==> src/sv/mse_pkg.sv <==
// ----------------------------------------------------------------------------
// mse_pkg: shared definitions for the MIPS integer subset execute block
// Field widths, opcode and funct codes, result status codes.
// ----------------------------------------------------------------------------
`default_nettype none

package mse_pkg;

  localparam int REG_COUNT = 32;
  localparam int REG_AW    = $clog2(REG_COUNT);
  localparam int WORD_W    = 32;
  localparam int PC_BITS   = 16;
  localparam int OUT_PC_W  = 16;
  localparam int IMM_W     = 16;
  localparam int IMM_SHIFT = 16;

  localparam logic [5:0] OP_RTYPE   = 6'h00;
  localparam logic [5:0] OP_SPECIAL2 = 6'h1C;
  localparam logic [5:0] OP_LUI     = 6'h0F;
  localparam logic [5:0] OP_ORI     = 6'h0D;
  localparam logic [5:0] OP_ANDI    = 6'h0C;
  localparam logic [5:0] OP_ADDI    = 6'h08;
  localparam logic [5:0] OP_SLTI    = 6'h0A;
  localparam logic [5:0] OP_BEQ     = 6'h04;
  localparam logic [5:0] OP_BNE     = 6'h05;

  localparam logic [5:0] FN_ADD     = 6'h20;
  localparam logic [5:0] FN_SUB     = 6'h22;
  localparam logic [5:0] FN_AND     = 6'h24;
  localparam logic [5:0] FN_OR      = 6'h25;
  localparam logic [5:0] FN_SLT     = 6'h2A;
  localparam logic [5:0] FN_SYSCALL = 6'h0C;
  localparam logic [5:0] FN_MUL     = 6'h02;

  typedef enum logic [1:0] {
    ST_OK      = 2'd0,
    ST_INVALID = 2'd1,
    ST_SYSCALL = 2'd2
  } status_t;

  function automatic logic [WORD_W-1:0] slt_word(input logic [WORD_W-1:0] a,
                                                 input logic [WORD_W-1:0] b);
    slt_word = {{(WORD_W-1){1'b0}}, ($signed(a) < $signed(b))};
  endfunction

endpackage

`default_nettype wire

==> src/sv/mse_chan_if.sv <==
// ----------------------------------------------------------------------------
// mse_chan_if: valid/ready channels of the execute block
// One channel carries instruction words in, the other carries results out.
// ----------------------------------------------------------------------------
`default_nettype none

interface mse_in_if;
  import mse_pkg::*;
  logic              valid;
  logic              ready;
  logic [WORD_W-1:0] instruction_word;

  modport source (output valid, output instruction_word, input ready);
  modport sink   (input valid, input instruction_word, output ready);
endinterface

interface mse_out_if;
  import mse_pkg::*;
  logic                     valid;
  logic                     ready;
  status_t                  status;
  logic                     reg_written;
  logic [REG_AW-1:0]        dest_index;
  logic signed [WORD_W-1:0] dest_value;
  logic [OUT_PC_W-1:0]      next_pc;

  modport source (output valid, output status, output reg_written, output dest_index,
                  output dest_value, output next_pc, input ready);
  modport sink   (input valid, input status, input reg_written, input dest_index,
                  input dest_value, input next_pc, output ready);
endinterface

`default_nettype wire

==> src/sv/mse_ram.sv <==
// ----------------------------------------------------------------------------
// mse_ram: generic single-write, single-read RAM
// Read data is registered and holds while no read is enabled.
// ----------------------------------------------------------------------------
`default_nettype none

module mse_ram #(
  parameter int WIDTH = 32,
  parameter int DEPTH = 32
) (
  input  logic                     clk,
  input  logic                     we,
  input  logic [$clog2(DEPTH)-1:0] waddr,
  input  logic [WIDTH-1:0]         wdata,
  input  logic                     re,
  input  logic [$clog2(DEPTH)-1:0] raddr,
  output logic [WIDTH-1:0]         rdata
);

  logic [WIDTH-1:0] mem [DEPTH];

  always_ff @(posedge clk) begin
    if (we) begin
      mem[waddr] <= wdata;
    end
    if (re) begin
      rdata <= mem[raddr];
    end
  end

endmodule

`default_nettype wire

==> src/sv/mips_subset_execute.sv <==
// ----------------------------------------------------------------------------
// mips_subset_execute: execute stage for a MIPS32 integer subset
// Decodes one instruction word per transfer, runs it against the register
// file and the program counter, and returns one result per instruction.
// ----------------------------------------------------------------------------
// Pipeline: the register file is read into stage 1 on the input transfer;
//   execute and write-back happen as it moves into the output register.
// Throughput: one instruction per cycle unless the output stalls; the register
//   file RAMs are read on transfer and written as the instruction leaves execute.
// Reset: PC goes to zero and the per-register valid bits clear, so every
//   register reads as zero at once; no clearing pass is needed.
`default_nettype none

module mips_subset_execute
  import mse_pkg::*;
(
  input  logic       clk,
  input  logic       rst_n,
  mse_in_if.sink     in_ch,
  mse_out_if.source  out_ch
);

  logic                 in_xfer;
  logic                 s1_valid_r;
  logic [WORD_W-1:0]    s1_instr_r;
  logic                 s1_adv;

  logic [5:0]           op;
  logic [5:0]           fn;
  logic [REG_AW-1:0]    rs;
  logic [REG_AW-1:0]    rt;
  logic [REG_AW-1:0]    rd;
  logic [IMM_W-1:0]     imm;
  logic [WORD_W-1:0]    imm_sx;
  logic [WORD_W-1:0]    imm_zx;

  logic [WORD_W-1:0]    ram_a;
  logic [WORD_W-1:0]    ram_b;
  logic [WORD_W-1:0]    opa;
  logic [WORD_W-1:0]    opb;

  logic [REG_COUNT-1:0] valid_r;
  logic                 fwd_valid_r;
  logic [REG_AW-1:0]    fwd_idx_r;
  logic [WORD_W-1:0]    fwd_val_r;

  status_t              status;
  logic                 wr;
  logic [REG_AW-1:0]    dst;
  logic [WORD_W-1:0]    val;
  logic                 taken;
  logic                 wr_en;

  logic [PC_BITS-1:0]   pc_r;
  logic [PC_BITS-1:0]   pc_nxt;

  logic                 out_valid_r;
  status_t              out_status_r;
  logic                 out_wr_r;
  logic [REG_AW-1:0]    out_dst_r;
  logic [WORD_W-1:0]    out_val_r;
  logic [OUT_PC_W-1:0]  out_pc_r;

  assign in_xfer      = in_ch.valid && in_ch.ready;
  assign s1_adv       = s1_valid_r && (!out_valid_r || out_ch.ready);
  assign in_ch.ready  = !s1_valid_r || s1_adv;

  // Two copies of the register file give two read ports; both take every write.
  mse_ram #(.WIDTH(WORD_W), .DEPTH(REG_COUNT)) u_rf_a (
    .clk   (clk),
    .we    (wr_en),
    .waddr (dst),
    .wdata (val),
    .re    (in_xfer),
    .raddr (in_ch.instruction_word[25:21]),
    .rdata (ram_a)
  );

  mse_ram #(.WIDTH(WORD_W), .DEPTH(REG_COUNT)) u_rf_b (
    .clk   (clk),
    .we    (wr_en),
    .waddr (dst),
    .wdata (val),
    .re    (in_xfer),
    .raddr (in_ch.instruction_word[20:16]),
    .rdata (ram_b)
  );

  assign op     = s1_instr_r[31:26];
  assign rs     = s1_instr_r[25:21];
  assign rt     = s1_instr_r[20:16];
  assign rd     = s1_instr_r[15:11];
  assign fn     = s1_instr_r[5:0];
  assign imm    = s1_instr_r[15:0];
  assign imm_sx = {{(WORD_W-IMM_W){imm[IMM_W-1]}}, imm};
  assign imm_zx = {{(WORD_W-IMM_W){1'b0}}, imm};

  // The write that lands in the same cycle as a read is not seen by the RAM,
  // so the most recent write is kept aside and forwarded. No write happens
  // while an instruction waits in execute, so one entry is enough.
  always_comb begin
    if (rs == '0) begin
      opa = '0;
    end else if (fwd_valid_r && (fwd_idx_r == rs)) begin
      opa = fwd_val_r;
    end else if (!valid_r[rs]) begin
      opa = '0;
    end else begin
      opa = ram_a;
    end
    if (rt == '0) begin
      opb = '0;
    end else if (fwd_valid_r && (fwd_idx_r == rt)) begin
      opb = fwd_val_r;
    end else if (!valid_r[rt]) begin
      opb = '0;
    end else begin
      opb = ram_b;
    end
  end

  always_comb begin
    status = ST_OK;
    wr     = 1'b0;
    dst    = '0;
    val    = '0;
    taken  = 1'b0;
    if (op == OP_RTYPE) begin
      dst = rd;
      wr  = 1'b1;
      case (fn)
        FN_ADD:     val = opa + opb;
        FN_SUB:     val = opa - opb;
        FN_AND:     val = opa & opb;
        FN_OR:      val = opa | opb;
        FN_SLT:     val = slt_word(opa, opb);
        FN_SYSCALL: begin
          wr     = 1'b0;
          status = ST_SYSCALL;
        end
        default: begin
          wr     = 1'b0;
          status = ST_INVALID;
        end
      endcase
    end else if (op == OP_SPECIAL2) begin
      if (fn == FN_MUL) begin
        dst = rd;
        wr  = 1'b1;
        val = opa * opb;
      end else begin
        status = ST_INVALID;
      end
    end else begin
      dst = rt;
      wr  = 1'b1;
      case (op)
        OP_LUI:  val = imm_zx << IMM_SHIFT;
        OP_ORI:  val = opa | imm_zx;
        OP_ANDI: val = opa & imm_zx;
        OP_ADDI: val = opa + imm_sx;
        OP_SLTI: val = slt_word(opa, imm_sx);
        OP_BEQ: begin
          wr    = 1'b0;
          taken = (opa == opb);
        end
        OP_BNE: begin
          wr    = 1'b0;
          taken = (opa != opb);
        end
        default: begin
          wr     = 1'b0;
          status = ST_INVALID;
        end
      endcase
    end
    // Writes to register zero are dropped and reported as no write.
    if (!wr || (dst == '0)) begin
      wr  = 1'b0;
      dst = '0;
      val = '0;
    end
  end

  assign wr_en  = s1_adv && wr;
  assign pc_nxt = taken ? (pc_r + PC_BITS'(imm_sx)) : (pc_r + PC_BITS'(1));

  always_ff @(posedge clk) begin
    if (!rst_n) begin
      s1_valid_r  <= 1'b0;
      out_valid_r <= 1'b0;
      pc_r        <= '0;
      valid_r     <= '0;
      fwd_valid_r <= 1'b0;
    end else begin
      if (in_ch.ready) begin
        s1_valid_r <= in_ch.valid;
      end
      if (s1_adv) begin
        out_valid_r <= 1'b1;
        pc_r        <= pc_nxt;
      end else if (out_ch.ready) begin
        out_valid_r <= 1'b0;
      end
      if (wr_en) begin
        valid_r[dst] <= 1'b1;
        fwd_valid_r  <= 1'b1;
      end
    end
  end

  always_ff @(posedge clk) begin
    if (in_xfer) begin
      s1_instr_r <= in_ch.instruction_word;
    end
    if (wr_en) begin
      fwd_idx_r <= dst;
      fwd_val_r <= val;
    end
    if (s1_adv) begin
      out_status_r <= status;
      out_wr_r     <= wr;
      out_dst_r    <= dst;
      out_val_r    <= val;
      out_pc_r     <= OUT_PC_W'(pc_nxt);
    end
  end

  assign out_ch.valid       = out_valid_r;
  assign out_ch.status      = out_status_r;
  assign out_ch.reg_written = out_wr_r;
  assign out_ch.dest_index  = out_dst_r;
  assign out_ch.dest_value  = out_val_r;
  assign out_ch.next_pc     = out_pc_r;

  a_no_write_r0: assert property (@(posedge clk) disable iff (!rst_n)
    wr_en |-> (dst != '0))
    else $error("register zero written");

  a_fwd_tracks_write: assert property (@(posedge clk) disable iff (!rst_n)
    wr_en |=> (fwd_valid_r && (fwd_idx_r == $past(dst)) && (fwd_val_r == $past(val))))
    else $error("forwarding entry does not hold the last write");

  a_no_write_clean: assert property (@(posedge clk) disable iff (!rst_n)
    (out_valid_r && !out_wr_r) |-> ((out_dst_r == '0) && (out_val_r == '0)))
    else $error("result without write carries a destination");

  a_status_no_write: assert property (@(posedge clk) disable iff (!rst_n)
    (out_valid_r && (out_status_r != ST_OK)) |-> !out_wr_r)
    else $error("invalid or syscall instruction wrote a register");

  a_pc_moves_once: assert property (@(posedge clk) disable iff (!rst_n)
    !s1_adv |=> (pc_r == $past(pc_r)))
    else $error("PC changed without an instruction retiring");

endmodule

`default_nettype wire
==> src/flat_wrapper.sv <==
// flat-port wrapper written by rule: the top's interface ports become plain ports
module mips_subset_execute_flat import mse_pkg::*;
  (clk, rst_n, in_ch_valid, in_ch_instruction_word, in_ch_ready, out_ch_valid, out_ch_status, out_ch_reg_written, out_ch_dest_index, out_ch_dest_value, out_ch_next_pc, out_ch_ready);
  mse_in_if in_ch_i ();
  mse_out_if out_ch_i ();
  input  logic clk;
  input  logic rst_n;
  input wire logic [$bits(in_ch_i.valid)-1:0] in_ch_valid;
  input wire logic [$bits(in_ch_i.instruction_word)-1:0] in_ch_instruction_word;
  output wire logic [$bits(in_ch_i.ready)-1:0] in_ch_ready;
  output wire logic [$bits(out_ch_i.valid)-1:0] out_ch_valid;
  output wire logic [$bits(out_ch_i.status)-1:0] out_ch_status;
  output wire logic [$bits(out_ch_i.reg_written)-1:0] out_ch_reg_written;
  output wire logic [$bits(out_ch_i.dest_index)-1:0] out_ch_dest_index;
  output wire logic [$bits(out_ch_i.dest_value)-1:0] out_ch_dest_value;
  output wire logic [$bits(out_ch_i.next_pc)-1:0] out_ch_next_pc;
  input wire logic [$bits(out_ch_i.ready)-1:0] out_ch_ready;
  assign in_ch_i.valid = in_ch_valid;
  assign in_ch_i.instruction_word = in_ch_instruction_word;
  assign in_ch_ready = in_ch_i.ready;
  assign out_ch_valid = out_ch_i.valid;
  assign out_ch_status = out_ch_i.status;
  assign out_ch_reg_written = out_ch_i.reg_written;
  assign out_ch_dest_index = out_ch_i.dest_index;
  assign out_ch_dest_value = out_ch_i.dest_value;
  assign out_ch_next_pc = out_ch_i.next_pc;
  assign out_ch_i.ready = out_ch_ready;
  mips_subset_execute u_core (.clk(clk), .rst_n(rst_n), .in_ch(in_ch_i), .out_ch(out_ch_i));
endmodule
==> config.mk <==
export PLATFORM = sky130hd
export DESIGN_NAME = mips_subset_execute_flat
export DESIGN_NICKNAME = d
export VERILOG_FILES = /design/src/sv/mse_pkg.sv /design/src/sv/mse_chan_if.sv /design/src/sv/mse_ram.sv /design/src/sv/mips_subset_execute.sv /design/src/flat_wrapper.sv
export SDC_FILE = /design/constraint.sdc
export NUM_CORES = 2
export LEC_CHECK = 0
export BUFFER_PORTS_ARGS = -buffer_cell sky130_fd_sc_hd__buf_4
export CAP_MARGIN = 40
export CORE_MARGIN = 4
export CORE_UTILIZATION = 55
export CTS_BUF_LIST = sky130_fd_sc_hd__clkbuf_8
export DETAILED_ROUTE_END_ITERATION = 6
export GPL_TIMING_DRIVEN = 0
export PLACE_DENSITY = 0.81
export SLEW_MARGIN = 0
export SYNTH_ARGS = -nofsm -noshare
export SYNTH_HDL_FRONTEND = slang
export SYNTH_HIERARCHICAL = 1
export SYNTH_SLANG_ARGS = --single-unit
==> constraint.sdc <==
create_clock -name clk -period 30.2 [get_ports clk]
set_input_delay 6.04 -clock clk [delete_from_list [all_inputs] [get_ports clk]]
set_output_delay 6.04 -clock clk [all_outputs]
set_load 0.005 [all_outputs]
==> results.md <==
* Slew HR at 0.243
* Layout cell share with drive strength beyond 1 at 0.133
* Pleak at 52.2 nW
* Hold Worst Slack at 0.471 ns
* Commonest non-fill, non-tap cell in the layout: edfxtp_1
* Routability congestion estimate at 1.06
* Finish-stage setup viols at 0
* Final ANT Viol Nets at 0
* DRC Markers at 0
* DRT iter0 DRCs at 10100
* Post_cts resized at 0
* FF+latch count, synth at 2288
* FMAX at 78.5 MHz
* Crit Path Category: flip-flop to flip-flop
* Worst Path Arrival at 13.61 ns
* Xor/xnor share of the synthesized area at 0.0127
* Pins Over Slew Limit at 0
* CTS tree: done
* Antenna violations before repair at 22
* Hold-fix buffers, CTS at 0
* Asr flop ratio synth at 0
* Clock transition at path regs at approximately 0.060 ns
* CP most frequent cell: fa_1
* # IOs at 94
* Peak VDD IR at 0.0000483 V
* Total nets after synthesis at 8832
* Cell at the slowest stage of the critical path: o41ai_1
* Most frequent cells in the layout: 2237 x edfxtp_1, 1036 x mux2i_1, 603 x inv_1
* First-pass DRT Iterations at 7
* Leading area contributor after synthesis: edfxtp_1
* IO buf count at between 90 and 100
* FP Rows at ~170
* Final net count at 9606
* Post-route minimum period at 12.74 ns
* Finished Core Util at 0.631
* Yosys top cell area share at 0.597
* Setup Buffers After CTS at 0
* Setup crit start kind: flip-flop
* Synth Area in Adders at 0.108
* Grt ovf at 0
* Number of global-route vias before repair at 74900
* CP endpoint kind: flip-flop
* Clock skew at about 0.095 ns
* Synth area leaders: edfxtp_1 60%, mux2i_1 9.2%, fa_1 7.3%
* Tightest Pin Transition at 1.14 ns
* Synth warnings at 6
* Die area at 212000 sq um
* RSZ-0062 raised after global routing: no
* Detailed placer's ending HPWL at 265000 microns
* Setup TNS at 0 ns
* Number of buffers created by CTS at 362
* Sequential element share of the synthesized area at 0.607
* Worst skew pair latency at 1.10 ns
* Syn Area/Cell at 13.9 sq um
* Post-synthesis simple-gate area fraction at 0.0650
* Final period util at 0.422
* CTS root buffer: clkbuf_8
* Max_cap viols at 0
* Final Hold Vio Count at 0
* Power per standard cell area at just over 50 nW/um^2
* Initial Util at 0.555
* HP Class: flip-flop to flip-flop
* # fillers at approximately 14000
* Area Overhead vs Synth at 13.8%
* Largest family of logic cells by synthesized area: adder cells
* Routed WL per cell at 30.6 microns
* Distinct cells, synth at a little under 90
* Critical path required time at 31.07 ns
* Routed WL at 360000 microns
* Dpl cell area at 122000 sq um
* Vias per cell at 6.38
* Synth Flop Type: edfxtp_1
* Outcome: completed
* CTS sink count at roughly 2300
* DR vias at around 75000
* Largest stage delay on the critical path at 0.63 ns
* Global-route wire length before repair at ~510000 microns
* Core region area at 203000 sq um
* Design Area, Final at between 100000 and 150000 sq um
* Post-synth EDFFs at 2237
* CTS H-tree depth at 5
* Crit-path max FO at 17
* Syn Std Cell Area at 112000 sq um
* Cells after Synth at between 8000 and 9000
* Clock Tree Buf Depth at 4
* Die X at 460 microns
* Chip Height at 460 microns
* Largest net degree at the start of global routing at 67
* Global-route usage over all layers at 0.337
* Mux share of post-synthesis cell area at 0.0956
* Synth Area in Compound Gates at 0.0740
==> through the flow <==
step	setup slack [ns]	cells	power [mW]
2_1_floorplan	17.85	8071	3.92
3_3_place_gp	7.68	10800	4.16
3_5_place_dp	17.57	11100	4.19
4_1_cts	17.56	11800	6.49
5_1_grt	17.31	11800	6.70
6_report	17.46	11800	6.49
==> report_power, final <==
| part | switching, mW | internal, mW | total, mW |
|---|---|---|---|
| clock | 1.16 | 1.18 | 2.34 |
| sequential | 0.0148 | 3.46 | 3.47 |
| combinational | 0.462 | 0.223 | 0.685 |
==> cell type report <==
| cell class | instances | area [sq um] | share of cell area |
|---|---|---|---|
| Sequential cell | 2288 | 68200 | 0.533 |
| Timing Repair Buffer | 410 | 5120 | 0.0400 |
| Inverter | 533 | 2000 | 0.0157 |
| Tap cell | 2672 | 3340 | 0.0261 |
| Buffer | 432 | 2270 | 0.0177 |
| Multi-Input combinational cell | 4818 | 40700 | 0.318 |
| Antenna cell | 13 | 32.5 | 0.000254 |
| Clock buffer | 373 | 5130 | 0.0401 |
| Clock inverter | 245 | 1130 | 0.00884 |
==> path summary, 6_finish.rpt <==
kind | from | to | slack, ns | cells past startpoint
min reg2reg | u_core/pc_r[0] | u_core/pc_r[0] | 0.47 | 2
max | u_core/s1_instr_r[23] | u_core/u_rf_a/mem[26][25] | 17.46 | 38
min | u_core/pc_r[0] | u_core/pc_r[0] | 0.47 | 2
max reg2reg | u_core/s1_instr_r[23] | u_core/u_rf_a/mem[26][25] | 17.46 | 38
==> sequential cells by signal (all words and copies together), names as in the netlist, 5 cells and up <==
| signal | flops |
|---|---|
| u_core/fwd_idx_r | 5 |
| u_core/fwd_val_r | 32 |
| u_core/out_ch.dest_index | 5 |
| u_core/out_ch.dest_value | 32 |
| u_core/out_ch.next_pc | 16 |
| u_core/pc_r | 16 |
| u_core/s1_instr_r | 32 |
| u_core/u_rf_a/mem | 1024 |
| u_core/u_rf_a/rdata | 32 |
| u_core/u_rf_b/mem | 1024 |
| u_core/u_rf_b/rdata | 32 |
| u_core/valid_r | 32 |
==> cells by family (layout without fill, tap and decap cells) <==
| logic type | count (synthesis) | in the layout |
|---|---|---|
| DFF | 2288 | 2288 |
| and+or+nand+nor | 1652 | 1652 |
| AOI/OAI and AO/OA | 1231 | 1231 |
| muxes | 1057 | 1057 |
| buffers and inverters | 965 | 1993 |
| adders and majority gates | 725 | 725 |
| xor gates and xnor gates | 153 | 153 |
| other | 0 | 13 |
==> routing by layer <==
layer	part of all wire	track usage	vias to the layer above
li1	-	-	31300
met1	0.35	0.432	37300
met2	0.45	0.508	5372
met3	0.12	0.0857	1192
met4	0.079	0.228	6
met5	0.00013	0	-
==> worst max-delay path, delay by kind of cell, from the launching register on <==
family	cells	cell delay, ns
adder cells (fa/ha/maj)	9	3.76
buffers and inverters	11	3.14
AND/OR/NAND/NOR	8	2.39
AO/OA/AOI/OAI	9	2.38
XOR/XNOR	1	0.46
flip-flops	1	0.38
==> Yosys cell counts (25+ instances only) <==
| cell | n |
|---|---|
| fa_1 | 412 |
| a22o_1 | 170 |
| nor2_1 | 588 |
| buf_6 | 36 |
| edfxtp_1 | 2237 |
| a221oi_1 | 36 |
| buf_1 | 28 |
| clkbuf_1 | 221 |
| dfxtp_1 | 51 |
| ha_1 | 313 |
| o21ai_0 | 92 |
| a21o_1 | 35 |
| nor2b_1 | 31 |
| a22oi_1 | 212 |
| o21a_1 | 49 |
| nand3_1 | 225 |
| nor3_1 | 132 |
| buf_4 | 71 |
| nand2b_1 | 25 |
| nand2_1 | 495 |
| xor2_1 | 28 |
| xnor2_1 | 119 |
| mux2i_1 | 1036 |
| inv_1 | 507 |
| buf_2 | 71 |
| a21oi_1 | 390 |
| a31oi_1 | 82 |
(Power assumes the default switching activity.)
